### src/hdl/rtcw_pkg.sv
`default_nettype none

package rtcw_pkg;

    // Stream payload widths, padded to whole bytes.
    localparam int unsigned InDataW  = 40;
    localparam int unsigned OutDataW = 48;

    // Calendar limits.
    localparam logic [11:0] YearMin   = 12'd1970;
    localparam logic [11:0] YearMax   = 12'd2099;
    localparam logic [11:0] YearSat   = 12'd4095;
    localparam logic [3:0]  MonthMax  = 4'd12;
    localparam logic [4:0]  HoursMax  = 5'd23;
    localparam logic [5:0]  MinSecMax = 6'd59;
    localparam logic [2:0]  Sunday    = 3'd7;
    localparam logic [2:0]  Monday    = 3'd1;

    // Reset value of the prescaler register.
    localparam logic [7:0] TicksReset = 8'd8;

    // Command codes carried in the input tuser.
    typedef enum logic [1:0] {
        CMD_TICK = 2'd0,
        CMD_SET  = 2'd1,
        CMD_READ = 2'd2
    } t_cmd;

    // Broken-down time of day and date.
    typedef struct packed {
        logic [11:0] year;
        logic [3:0]  month;
        logic [4:0]  day;
        logic [2:0]  weekday;
        logic [4:0]  hours;
        logic [5:0]  minutes;
        logic [5:0]  seconds;
    } t_time;

    // 1970-01-01 00:00:00, a Thursday.
    localparam t_time TimeReset = '{
        year:    12'd1970,
        month:   4'd1,
        day:     5'd1,
        weekday: 3'd4,
        hours:   5'd0,
        minutes: 6'd0,
        seconds: 6'd0
    };

    // Number of days in a month; zero for a month code outside 1 to 12.
    function automatic logic [4:0] month_len(input logic leap, input logic [3:0] month);
        logic [4:0] len;
        unique case (month)
            4'd1, 4'd3, 4'd5, 4'd7, 4'd8, 4'd10, 4'd12: len = 5'd31;
            4'd4, 4'd6, 4'd9, 4'd11:                    len = 5'd30;
            4'd2:                                       len = leap ? 5'd29 : 5'd28;
            default:                                    len = 5'd0;
        endcase
        return len;
    endfunction

    // Month term of the weekday formula, with March as the first month.
    function automatic logic [4:0] month_offset(input logic [3:0] month);
        logic [4:0] ofs;
        unique case (month)
            4'd3:    ofs = 5'd2;
            4'd4:    ofs = 5'd5;
            4'd5:    ofs = 5'd7;
            4'd6:    ofs = 5'd10;
            4'd7:    ofs = 5'd12;
            4'd8:    ofs = 5'd15;
            4'd9:    ofs = 5'd18;
            4'd10:   ofs = 5'd20;
            4'd11:   ofs = 5'd23;
            4'd12:   ofs = 5'd25;
            4'd1:    ofs = 5'd28;
            4'd2:    ofs = 5'd31;
            default: ofs = 5'd0;
        endcase
        return ofs;
    endfunction

endpackage

`default_nettype wire

### src/hdl/rtcw_calc.sv
`default_nettype none

module rtcw_calc (
    input  rtcw_pkg::t_cmd  i_cmd,
    input  rtcw_pkg::t_time i_set,
    input  rtcw_pkg::t_time i_cur,
    input  logic [7:0]      i_sub,
    input  logic [7:0]      i_tps,
    output rtcw_pkg::t_time o_next,
    output logic [7:0]      o_sub_next,
    output logic            o_status
);
    import rtcw_pkg::*;

    // Gregorian leap year of the running year, which may reach 4095.
    // year / 100 by reciprocal multiplication, exact below 4096.
    logic [22:0] cur_prod100;
    logic [5:0]  cur_q100;
    logic [11:0] cur_r100;
    logic        cur_leap;
    logic [4:0]  cur_mlen;

    assign cur_prod100 = 23'(i_cur.year) * 23'd1311;
    assign cur_q100    = cur_prod100[22:17];
    assign cur_r100    = i_cur.year - (12'(cur_q100) * 12'd100);
    assign cur_leap    = (i_cur.year[1:0] == 2'b00) &&
                         ((cur_r100 != 12'd0) || (cur_q100[1:0] == 2'b00));
    assign cur_mlen    = month_len(cur_leap, i_cur.month);

    // Validity of a set. Within 1970 to 2099 every fourth year is a leap year.
    logic set_leap;
    logic set_ok;

    assign set_leap = (i_set.year[1:0] == 2'b00);
    assign set_ok   = (i_set.year >= YearMin) && (i_set.year <= YearMax) &&
                      (i_set.month >= 4'd1) && (i_set.month <= MonthMax) &&
                      (i_set.day >= 5'd1) &&
                      (i_set.day <= month_len(set_leap, i_set.month)) &&
                      (i_set.hours <= HoursMax) &&
                      (i_set.minutes <= MinSecMax) && (i_set.seconds <= MinSecMax);

    // Weekday of the set date. For the years that pass the check, the
    // century terms -y/100 + y/400 always come to -15.
    logic        early;
    logic [11:0] wy;
    logic [11:0] wsum;
    logic [25:0] prod7;
    logic [9:0]  q7;
    logic [2:0]  r7;
    logic [2:0]  set_weekday;

    assign early       = (i_set.month <= 4'd2);
    assign wy          = i_set.year - 12'(early);
    assign wsum        = 12'(i_set.day) + 12'(month_offset(i_set.month)) + wy +
                         (wy >> 2) - 12'd15;
    assign prod7       = 26'(wsum) * 26'd9363;
    assign q7          = prod7[25:16];
    assign r7          = 3'(wsum - (12'(q7) * 12'd7));
    assign set_weekday = (r7 == 3'd0) ? Sunday : r7;

    // Carry chain from seconds up to the year.
    logic [6:0] sec1;
    logic [6:0] min1;
    logic [5:0] hr1;
    logic [3:0] wd1;
    logic [5:0] day1;
    logic [4:0] mon1;
    t_time      adv;

    always_comb begin
        sec1 = {1'b0, i_cur.seconds} + 7'd1;
        min1 = {1'b0, i_cur.minutes} + 7'd1;
        hr1  = {1'b0, i_cur.hours} + 6'd1;
        wd1  = {1'b0, i_cur.weekday} + 4'd1;
        day1 = {1'b0, i_cur.day} + 6'd1;
        mon1 = {1'b0, i_cur.month} + 5'd1;
        adv  = i_cur;
        if (sec1 < 7'd60) begin
            adv.seconds = sec1[5:0];
        end else begin
            adv.seconds = 6'd0;
            if (min1 < 7'd60) begin
                adv.minutes = min1[5:0];
            end else begin
                adv.minutes = 6'd0;
                if (hr1 < 6'd24) begin
                    adv.hours = hr1[4:0];
                end else begin
                    adv.hours   = 5'd0;
                    adv.weekday = (wd1 >= 4'd8) ? Monday : wd1[2:0];
                    if (day1 <= {1'b0, cur_mlen}) begin
                        adv.day = day1[4:0];
                    end else begin
                        adv.day = 5'd1;
                        if (mon1 > {1'b0, MonthMax}) begin
                            adv.month = 4'd1;
                            if (i_cur.year < YearSat) begin
                                adv.year = i_cur.year + 12'd1;
                            end
                        end else begin
                            adv.month = mon1[3:0];
                        end
                    end
                end
            end
        end
    end

    // Command decode.
    logic [7:0] sub_inc;

    assign sub_inc = i_sub + 8'd1;

    always_comb begin
        o_next     = i_cur;
        o_sub_next = i_sub;
        o_status   = 1'b0;
        unique case (i_cmd)
            CMD_TICK: begin
                if (sub_inc == i_tps) begin
                    o_sub_next = 8'd0;
                    o_next     = adv;
                end else begin
                    o_sub_next = sub_inc;
                end
            end
            CMD_SET: begin
                if (set_ok) begin
                    o_next         = i_set;
                    o_next.weekday = set_weekday;
                end else begin
                    o_status = 1'b1;
                end
            end
            default: begin
                // A read, or the unused code, leaves everything as it is.
            end
        endcase
    end

endmodule

`default_nettype wire

### src/hdl/calendar_clock_with_weekday_unit.sv
// An accepted command is captured in the input register; its result is then
// captured in the result register and offered on the result stream.
// Throughput: one command per cycle unless the result stream stalls; the
// carry chain and weekday computation sit between input and result register.
// Reset (synchronous, active low): 1970-01-01 00:00:00, Thursday, prescaler
// count cleared, ticks per second set to 8, both pipeline stages empty.
`default_nettype none

module calendar_clock_with_weekday_unit (
    input  logic        i_clk,
    input  logic        i_rst_n,
    // Configuration port
    input  logic        psel,
    input  logic        penable,
    input  logic        pwrite,
    input  logic [2:0]  paddr,
    input  logic [31:0] pwdata,
    output logic [31:0] prdata,
    output logic        pready,
    // Command stream
    input  logic        s_axis_tvalid,
    output logic        s_axis_tready,
    // [11:0] set_year, [15:12] set_month, [20:16] set_day, [25:21] set_hours,
    // [31:26] set_minutes, [37:32] set_seconds, [39:38] zero
    input  logic [rtcw_pkg::InDataW-1:0]  s_axis_tdata,
    // [1:0] command
    input  logic [1:0]  s_axis_tuser,
    // Result stream
    output logic        m_axis_tvalid,
    input  logic        m_axis_tready,
    // [11:0] cur_year, [15:12] cur_month, [20:16] cur_day, [23:21] cur_weekday,
    // [28:24] cur_hours, [34:29] cur_minutes, [40:35] cur_seconds, [47:41] zero
    output logic [rtcw_pkg::OutDataW-1:0] m_axis_tdata,
    // [0] status
    output logic        m_axis_tuser
);
    import rtcw_pkg::*;

    // Prescaler register, written by a completed APB write to the first word.
    logic [7:0] r_tps;
    logic       cfg_wr;

    assign pready = 1'b1;
    assign cfg_wr = psel && penable && pwrite && pready && (paddr[2] == 1'b0);
    assign prdata = (paddr[2] == 1'b0) ? {24'd0, r_tps} : 32'd0;

    always_ff @(posedge i_clk) begin
        if (!i_rst_n) begin
            r_tps <= TicksReset;
        end else if (cfg_wr) begin
            r_tps <= pwdata[7:0];
        end
    end

    // Pipeline handshake: the result stage moves when empty or drained, and
    // the input stage takes a new transaction when it is empty or moving on.
    logic r_in_valid;
    logic r_out_valid;
    logic out_adv;
    logic in_take;

    assign out_adv       = !r_out_valid || m_axis_tready;
    assign s_axis_tready = !r_in_valid || out_adv;
    assign in_take       = s_axis_tvalid && s_axis_tready;
    assign m_axis_tvalid = r_out_valid;

    // Input register.
    t_cmd  r_cmd;
    t_time r_set;

    always_ff @(posedge i_clk) begin
        if (!i_rst_n) begin
            r_in_valid <= 1'b0;
        end else if (s_axis_tready) begin
            r_in_valid <= s_axis_tvalid;
        end
    end

    always_ff @(posedge i_clk) begin
        if (in_take) begin
            r_cmd         <= t_cmd'(s_axis_tuser);
            r_set.year    <= s_axis_tdata[11:0];
            r_set.month   <= s_axis_tdata[15:12];
            r_set.day     <= s_axis_tdata[20:16];
            r_set.weekday <= 3'd0;
            r_set.hours   <= s_axis_tdata[25:21];
            r_set.minutes <= s_axis_tdata[31:26];
            r_set.seconds <= s_axis_tdata[37:32];
        end
    end

    // Next time and prescaler count for the command in the input register.
    t_time      n_time;
    logic [7:0] n_sub;
    logic       n_status;
    t_time      r_time;
    logic [7:0] r_sub;

    rtcw_calc u_calc (
        .i_cmd      (r_cmd),
        .i_set      (r_set),
        .i_cur      (r_time),
        .i_sub      (r_sub),
        .i_tps      (r_tps),
        .o_next     (n_time),
        .o_sub_next (n_sub),
        .o_status   (n_status)
    );

    // Clock state and result register, both updated as a command completes.
    logic  step;
    t_time r_out_time;
    logic  r_out_status;

    assign step = r_in_valid && out_adv;

    always_ff @(posedge i_clk) begin
        if (!i_rst_n) begin
            r_time      <= TimeReset;
            r_sub       <= 8'd0;
            r_out_valid <= 1'b0;
        end else begin
            if (step) begin
                r_time <= n_time;
                r_sub  <= n_sub;
            end
            if (out_adv) begin
                r_out_valid <= r_in_valid;
            end
        end
    end

    always_ff @(posedge i_clk) begin
        if (step) begin
            r_out_time   <= n_time;
            r_out_status <= n_status;
        end
    end

    // Result packing.
    assign m_axis_tuser = r_out_status;
    assign m_axis_tdata = {7'd0,
                           r_out_time.seconds,
                           r_out_time.minutes,
                           r_out_time.hours,
                           r_out_time.weekday,
                           r_out_time.day,
                           r_out_time.month,
                           r_out_time.year};

    logic unused_cfg;
    assign unused_cfg = ^{paddr[1:0], pwdata[31:8], s_axis_tdata[39:38]};

endmodule

`default_nettype wire
### config.mk
export PLATFORM = sky130hd
export DESIGN_NAME = calendar_clock_with_weekday_unit
export DESIGN_NICKNAME = d
export VERILOG_FILES = /design/src/hdl/rtcw_pkg.sv /design/src/hdl/rtcw_calc.sv /design/src/hdl/calendar_clock_with_weekday_unit.sv
export SDC_FILE = /design/constraint.sdc
export NUM_CORES = 1
export LEC_CHECK = 0
export ABC_AREA = 1
export BUFFER_PORTS_ARGS = -buffer_cell sky130_fd_sc_hd__buf_2
export CORE_MARGIN = 3
export CORE_UTILIZATION = 45
export CTS_CLUSTER_SIZE = 10
export DETAILED_ROUTE_END_ITERATION = 8
export GPL_TIMING_DRIVEN = 0
export HOLD_SLACK_MARGIN = 0.12
export PLACE_DENSITY = 0.7
export SYNTH_ARGS = -nofsm -noshare
export SYNTH_HDL_FRONTEND = slang
export SYNTH_HIERARCHICAL = 1
export SYNTH_SLANG_ARGS = --single-unit
### constraint.sdc
create_clock -name i_clk -period 11.1 [get_ports i_clk]
set_input_delay 2.22 -clock i_clk [delete_from_list [all_inputs] [get_ports i_clk]]
set_output_delay 2.22 -clock i_clk [all_outputs]
set_load 0.05 [all_outputs]
==> flow_summary.yaml, run 1 <==
die:
  ios: 168
  die_h_microns: 186.8
  row_count: 65
  die_area_sq_um: 34880
  die_x_microns: 186.8
  coreArea_sq_um: 31880
  start_util: 0.4613
routing:
  routed_wl_mm: 37.74
  vias: 12592
  drtAntennaViolNets: 0
  drt-met1-wl_mm: 15.49
  viasPerCell: 5.195
  avgRoutedWirePerCell_microns: 15.57
  top_layer_used: "met4"
  dr_wl_met2_mm: 18.31
  met3WireLength_mm: 2.573
  dr.first_iter.drc_count: 1187
  drc: 0
  drt_pass1_iterations: 6
timing:
  fin_skew_ps: 11.29
  fmax_mhz: 95.16
  timing.final.crit_share: 0.9467
  finalHoldViolations: 0
  hold_slack_ps: 475.8
  setup_viol_count_final: 0
  period_minus_slack_ps: 10510
  worst_pin_slew_ps: 874.3
  slew_headroom: 0.4129
  slew_viol_final: 0
run_status:
  status: "finished clean"
yosys:
  mappedNetlistArea_sq_um: 14710
  synth_warnings: 6
  ys_types: 57
  syn_area_per_cell_sq_um: 8.084
  synth_edf_count: 82
  ys_seq_elements: 141
  syn_inst: 1819
  ys_async_sr_fraction: 0
  yosysTopAreaCell: "ha_1"
  seq_area_frac_synth: 0.2478
  synth_area_leaders: "ha_1, edfxtp_1, fa_1"
  synth.top_cell.area_share: 0.2034
  synthFlopType: "edfxtp_1"
global_routing:
  grt_antenna_before_repair: 0
  grt_max_degree: 52
  grt_pass1_vias: 12272
  overflow: 0
  grt_pass1_wl_mm: 60.82
  grtUsageTotal: 0.2136
hold_path:
  hp-class: "flip-flop to flip-flop"
clocking:
  cts_buffers: 17
  cts_root_buf: "clkbuf_16"
  cts_tree: "yes"
  clk_pin_slew_ps: 60
  h-tree-depth: 4
  clock_latency_ps: 430
  cts.sinks: 141
  clock_path_buffers: 2
placed_design:
  gp_congestion: 0.9135
  io_buffers: 105
  dp_hpwl_mm: 29.65
  dpl.cell_count: 2390
finish:
  n_antenna_cell: 0
  final_common_cell: "inv_1"
  area_delta_synth_final_pct: 13.06
  layout_common_cells: "inv_1, nand2_1, ha_1"
  utilization: 0.5215
  ff_latch_area_sq_um: 3646
  drive_gt1_frac: 0.1262
  n_fill_cell: 2998
  nets: 2374
  multi_input_comb_area_sq_um: 9478
  finalNonFillerCells: 2424
critical_path:
  crit_required_ps: 11470
  cp.arrival_ps: 10870
  worstPathMaxFanout: 9
  critPathMaxStageDelay_ps: 550
  crit_slowest_cell: "fa_1"
  critPathLaunchType: "flip-flop"
  worstSetupEndpointType: "flip-flop"
  path_class: "flip-flop to flip-flop"
job:
  cap_violations: 0
final cells by class:
cell class	count	area share
Inverter	358	0.08098
Timing Repair Buffer	108	0.03371
Clock inverter	12	0.008278
Multi-Input combinational cell	1275	0.5701
Clock buffer	20	0.02687
Tap cell	435	0.03274
Buffer	75	0.02807
Sequential cell	141	0.2193
routing by layer:
metal,up-vias,GRT usage
met2,463,0.3730
met4,0,0.08229
met1,5855,0.2701
li1,6171,-
met5,-,0
met3,103,0.02668
cell families after synthesis:
kind of cell             share of synthesized area
buffers and inverters                       0.1229
XOR/XNOR                                   0.04101
flip-flops                                  0.2478
AO/OA/AOI/OAI                              0.08679
AND/OR/NAND/NOR                             0.1955
adder cells (fa/ha/maj)                     0.3055
other                                    0.0005107
sequential cells by signal (all words and copies together) (netlist names):
| signal | flops |
|---|---|
| m_axis_tdata | 41 |
| r_time | 41 |
| r_set | 38 |
| r_sub | 8 |
| r_tps | 8 |
| r_cmd | 2 |
| m_axis_tuser | 1 |
| m_axis_tvalid | 1 |
| r_in_valid | 1 |
path summary, 6_finish.rpt:
| kind | from | slack (ps) | end | cells after the start |
|---|---|---|---|---|
| worst max-delay path | r_set[27] | 590 | r_time[18] | 56 |
| worst min-delay path | r_time[28] | 480 | r_time[28] | 2 |
| worst max register to register | r_set[27] | 590 | r_time[18] | 56 |
| worst min register to register | r_time[28] | 480 | r_time[28] | 2 |
worst max-delay path: cells and delay by family, from the launching register on:
family	cells	cell delay [ps]
adders and majority gates	13	5020
buffers and inverters	9	660
AOI/OAI and AO/OA	10	1270
and+or+nand+nor	19	1920
xor gates and xnor gates	5	1100
DFF	1	420
through the flow:
stage               setup slack (ps)  TNS, ps  area [sq um]
floorplan                       1366        0         14820
global placement               412.3        0         15890
detailed placement             207.9        0         15910
CTS                            144.1        0         16490
global route                  -55.98   -128.6         16630
finish                         591.2        0         16630
synthesized netlist by cell type, types with 7 or more instances:
master,count
o221ai_1,13
o22ai_1,13
dfxtp_1,59
nand4_1,17
xnor2_1,17
buf_4,38
nor2_1,185
inv_1,350
o31ai_1,7
edfxtp_1,82
a21oi_1,64
inv_2,7
o211ai_1,19
o2111ai_1,7
xor2_1,50
nand3_1,145
fa_1,75
ha_1,239
o21ai_0,50
nand2_1,258
buf_2,18
nor3_1,15
clkbuf_1,15
what timing repair did:
item / in CTS / in global routing
buffers inserted: 0 / 2
gates resized for setup: 0 / 30
setup endpoints to repair: 0 / 8
hold buffers: 0 / 0
Power of run 1 is not shown: default switching activity piles up to over one toggle a cycle in this logic, so the estimate is an artifact.
==> run 2: changes to the inputs <==
Settings changed: ABC_AREA 1 to default, RECOVER_POWER from default to 25.
==> run 2 against run 1 <==
Against the previous run: the flow now finishes with violations (max-capacitance violations, max-slew violations); hold slack got worse by 14 ps; non-clock buffer count rose by 25; setup slack got worse by 360 ps; via count fell by 4.8%; design area rose by 0.14%; flip-flop and latch count did not move; largest cell class unchanged.
==> flow_summary.yaml, run 2 <==
finish:
  finalInstanceArea_sq_um: 16650
  ff_latch_area_sq_um: 3660
  layout_common_cells: "ha_1, inv_1, nand2_1"
  n_fill_cell: 2846
  nets: 2142
  final_common_cell: "ha_1"
  n_antenna_cell: 0
  multi_input_comb_area_sq_um: 9846
  drive_gt1_frac: 0.1559
  area_delta_synth_final_pct: 14.91
yosys:
  post-synth-top-count-cell: "ha_1"
  synth.top_cell.area_share: 0.2064
  syn_area_per_cell_sq_um: 9.246
  ys_types: 88
  synthFlopType: "edfxtp_1"
  ys_seq_elements: 141
  syn_inst: 1567
  synth_area_leaders: "ha_1, edfxtp_1, fa_1"
  synth_warnings: 6
  ys_async_sr_fraction: 0
  yosysTopAreaCell: "ha_1"
  seq_area_frac_synth: 0.2515
  mappedNetlistArea_sq_um: 14490
  netlist_top_cells_count: "ha_1, inv_1, nand2_1, o21ai_0, edfxtp_1"
  synth_edf_count: 82
routing:
  drc: 0
  routed_wl_mm: 37.55
  dr.first_iter.drc_count: 853
  drt_pass1_iterations: 6
  viasPerCell: 5.555
  avgRoutedWirePerCell_microns: 17.39
  drtAntennaViolNets: 0
  vias: 11993
timing:
  setup_viol_count_final: 0
  hold_slack_ps: 461.6
  slew_viol_final: 52
  fin_skew_ps: 15.80
  fmax_mhz: 91.99
  finalHoldViolations: 0
  slew_headroom: -1.281
  worst_pin_slew_ps: 3422
  period_minus_slack_ps: 10870
  timing.final.crit_share: 0.9793
critical_path:
  cp_num_cells: 46
  cp_num_buf_inv: 7
  cp-endpoint: "r_time[19]"
  crit_required_ps: 11380
  crit_top_cell: "fa_1"
  worstSetupStartpoint: "r_set[26]"
  cp.arrival_ps: 11150
  critPathTopFamily: "adder cells"
  r2r-end: "r_time[19]"
  path_class: "flip-flop to flip-flop"
  reg2reg_from: "r_set[26]"
  worstSetupEndpointType: "flip-flop"
  r2r_cells: 46
  rrSetupSlack_ps: 230
  crit_slowest_cell: "fa_1"
  critPathMaxStageDelay_ps: 540
  critPathLaunchType: "flip-flop"
  worstPathMaxFanout: 4
clocking:
  h-tree-depth: 4
  cts_root_buf: "clkbuf_16"
  clock_latency_ps: 450
  cts.sinks: 141
  cts_hold_buf: 0
  cts_tree: "yes"
  cts_buffers: 17
  clock_path_buffers: 2
  clk_pin_slew_ps: 60
job:
  cap_violations: 1
die:
  row_count: 65
  ios: 168
  die_h_microns: 185.4
  coreArea_sq_um: 31640
  die_area_sq_um: 34390
  die_x_microns: 185.4
  start_util: 0.4580
global_routing:
  grt_pass1_wl_mm: 59.56
  grt_max_degree: 52
  grt_pass1_vias: 11845
  overflow: 0
  grt_antenna_before_repair: 0
  grtUsageTotal: 0.2180
placed_design:
  gp_congestion: 0.9067
  dp_hpwl_mm: 28.57
  io_buffers: 106
  placed_cell_area_sq_um: 15660
run_status:
  status: "finished, violations left"
  violations: "max-capacitance violations, max-slew violations"
hold_path:
  hp-class: "flip-flop to flip-flop"
[run 2: changes by cell type after synthesis, moves of 12 or more]
cell      previous run  this run
clkbuf_1            15        29
inv_1              350       223
mux2i_1              0        45
nand2_1            258       169
nand3_1            145        33
nor2_1             185        59
nor2b_1              0        12
o21a_1               2        16
o21ai_0             50        84
o221ai_1            13         0
xnor2_1             17        45
xor2_1              50        20
[run 2: kinds of logic (layout without fill, tap and decap cells)]
logic type	after synthesis	in the layout	synth area share
flip-flops	141	141	0.2515
buffers and inverters	305	465	0.09309
other	2	32	0.0005183
adder cells (fa/ha/maj)	315	315	0.3107
XOR/XNOR	65	65	0.03929
AO/OA/AOI/OAI	309	309	0.1415
multiplexers	46	46	0.03187
AND/OR/NAND/NOR	384	384	0.1316
[run 2: layout make-up]
cell class / instances / area share
Buffer: 78 / 0.02848
Inverter: 225 / 0.05073
Clock inverter: 13 / 0.009319
Sequential cell: 141 / 0.2198
Timing Repair Buffer: 130 / 0.04344
Tap cell: 402 / 0.03021
Clock buffer: 19 / 0.02660
Multi-Input combinational cell: 1151 / 0.5914
[run 2: worst min path at each step]
stage | from | endpoint | slack, ps | cells past startpoint
final | r_time[3] | r_time[3] | 460 | 2
after global routing | r_time[16] | r_time[16] | 490 | 2
after CTS | r_time[28] | r_time[28] | 470 | 2
after floorplan | r_sub[3] | r_sub[3] | 430 | 2
after detailed placement | r_sub[3] | r_sub[3] | 450 | 2
after global placement | r_sub[3] | r_sub[3] | 440 | 2
[run 2: metal layers]
| layer | routed length (microns) | vias up | track usage |
|---|---|---|---|
| met2 | 18150 | 467 | 0.3673 |
| met5 | 0 | - | 0 |
| met1 | 15930 | 5714 | 0.2833 |
| met4 | 900 | 0 | 0.06783 |
| met3 | 2572 | 75 | 0.04360 |
| li1 | - | 5737 | - |
[run 2: timing repair]
action / CTS / global route
buffers inserted: 7 / 16
gates resized for setup: 18 / 45
pin swaps: 6 / 47
setup endpoints to repair: 15 / 47
[run 2: tightest hold or removal path: stages (launching register included)]
cell	delay, ps
dfxtp_1	310
nand2_1	50
mux2i_1	50
[run 2: per-stage QoR]
step           setup TNS, ps  cells    util  setup WS, ps
6_report                   0   2159  0.5262         229.6
5_1_grt               -568.5   2159  0.5262        -189.8
4_1_cts                    0   2143  0.5173         5.155
3_5_place_dp           -3103   2106  0.4949        -702.3
3_3_place_gp           -2775   2105  0.4942        -648.2
2_1_floorplan              0   1597       -         541.5
Power of run 2 is left out for the same reason.
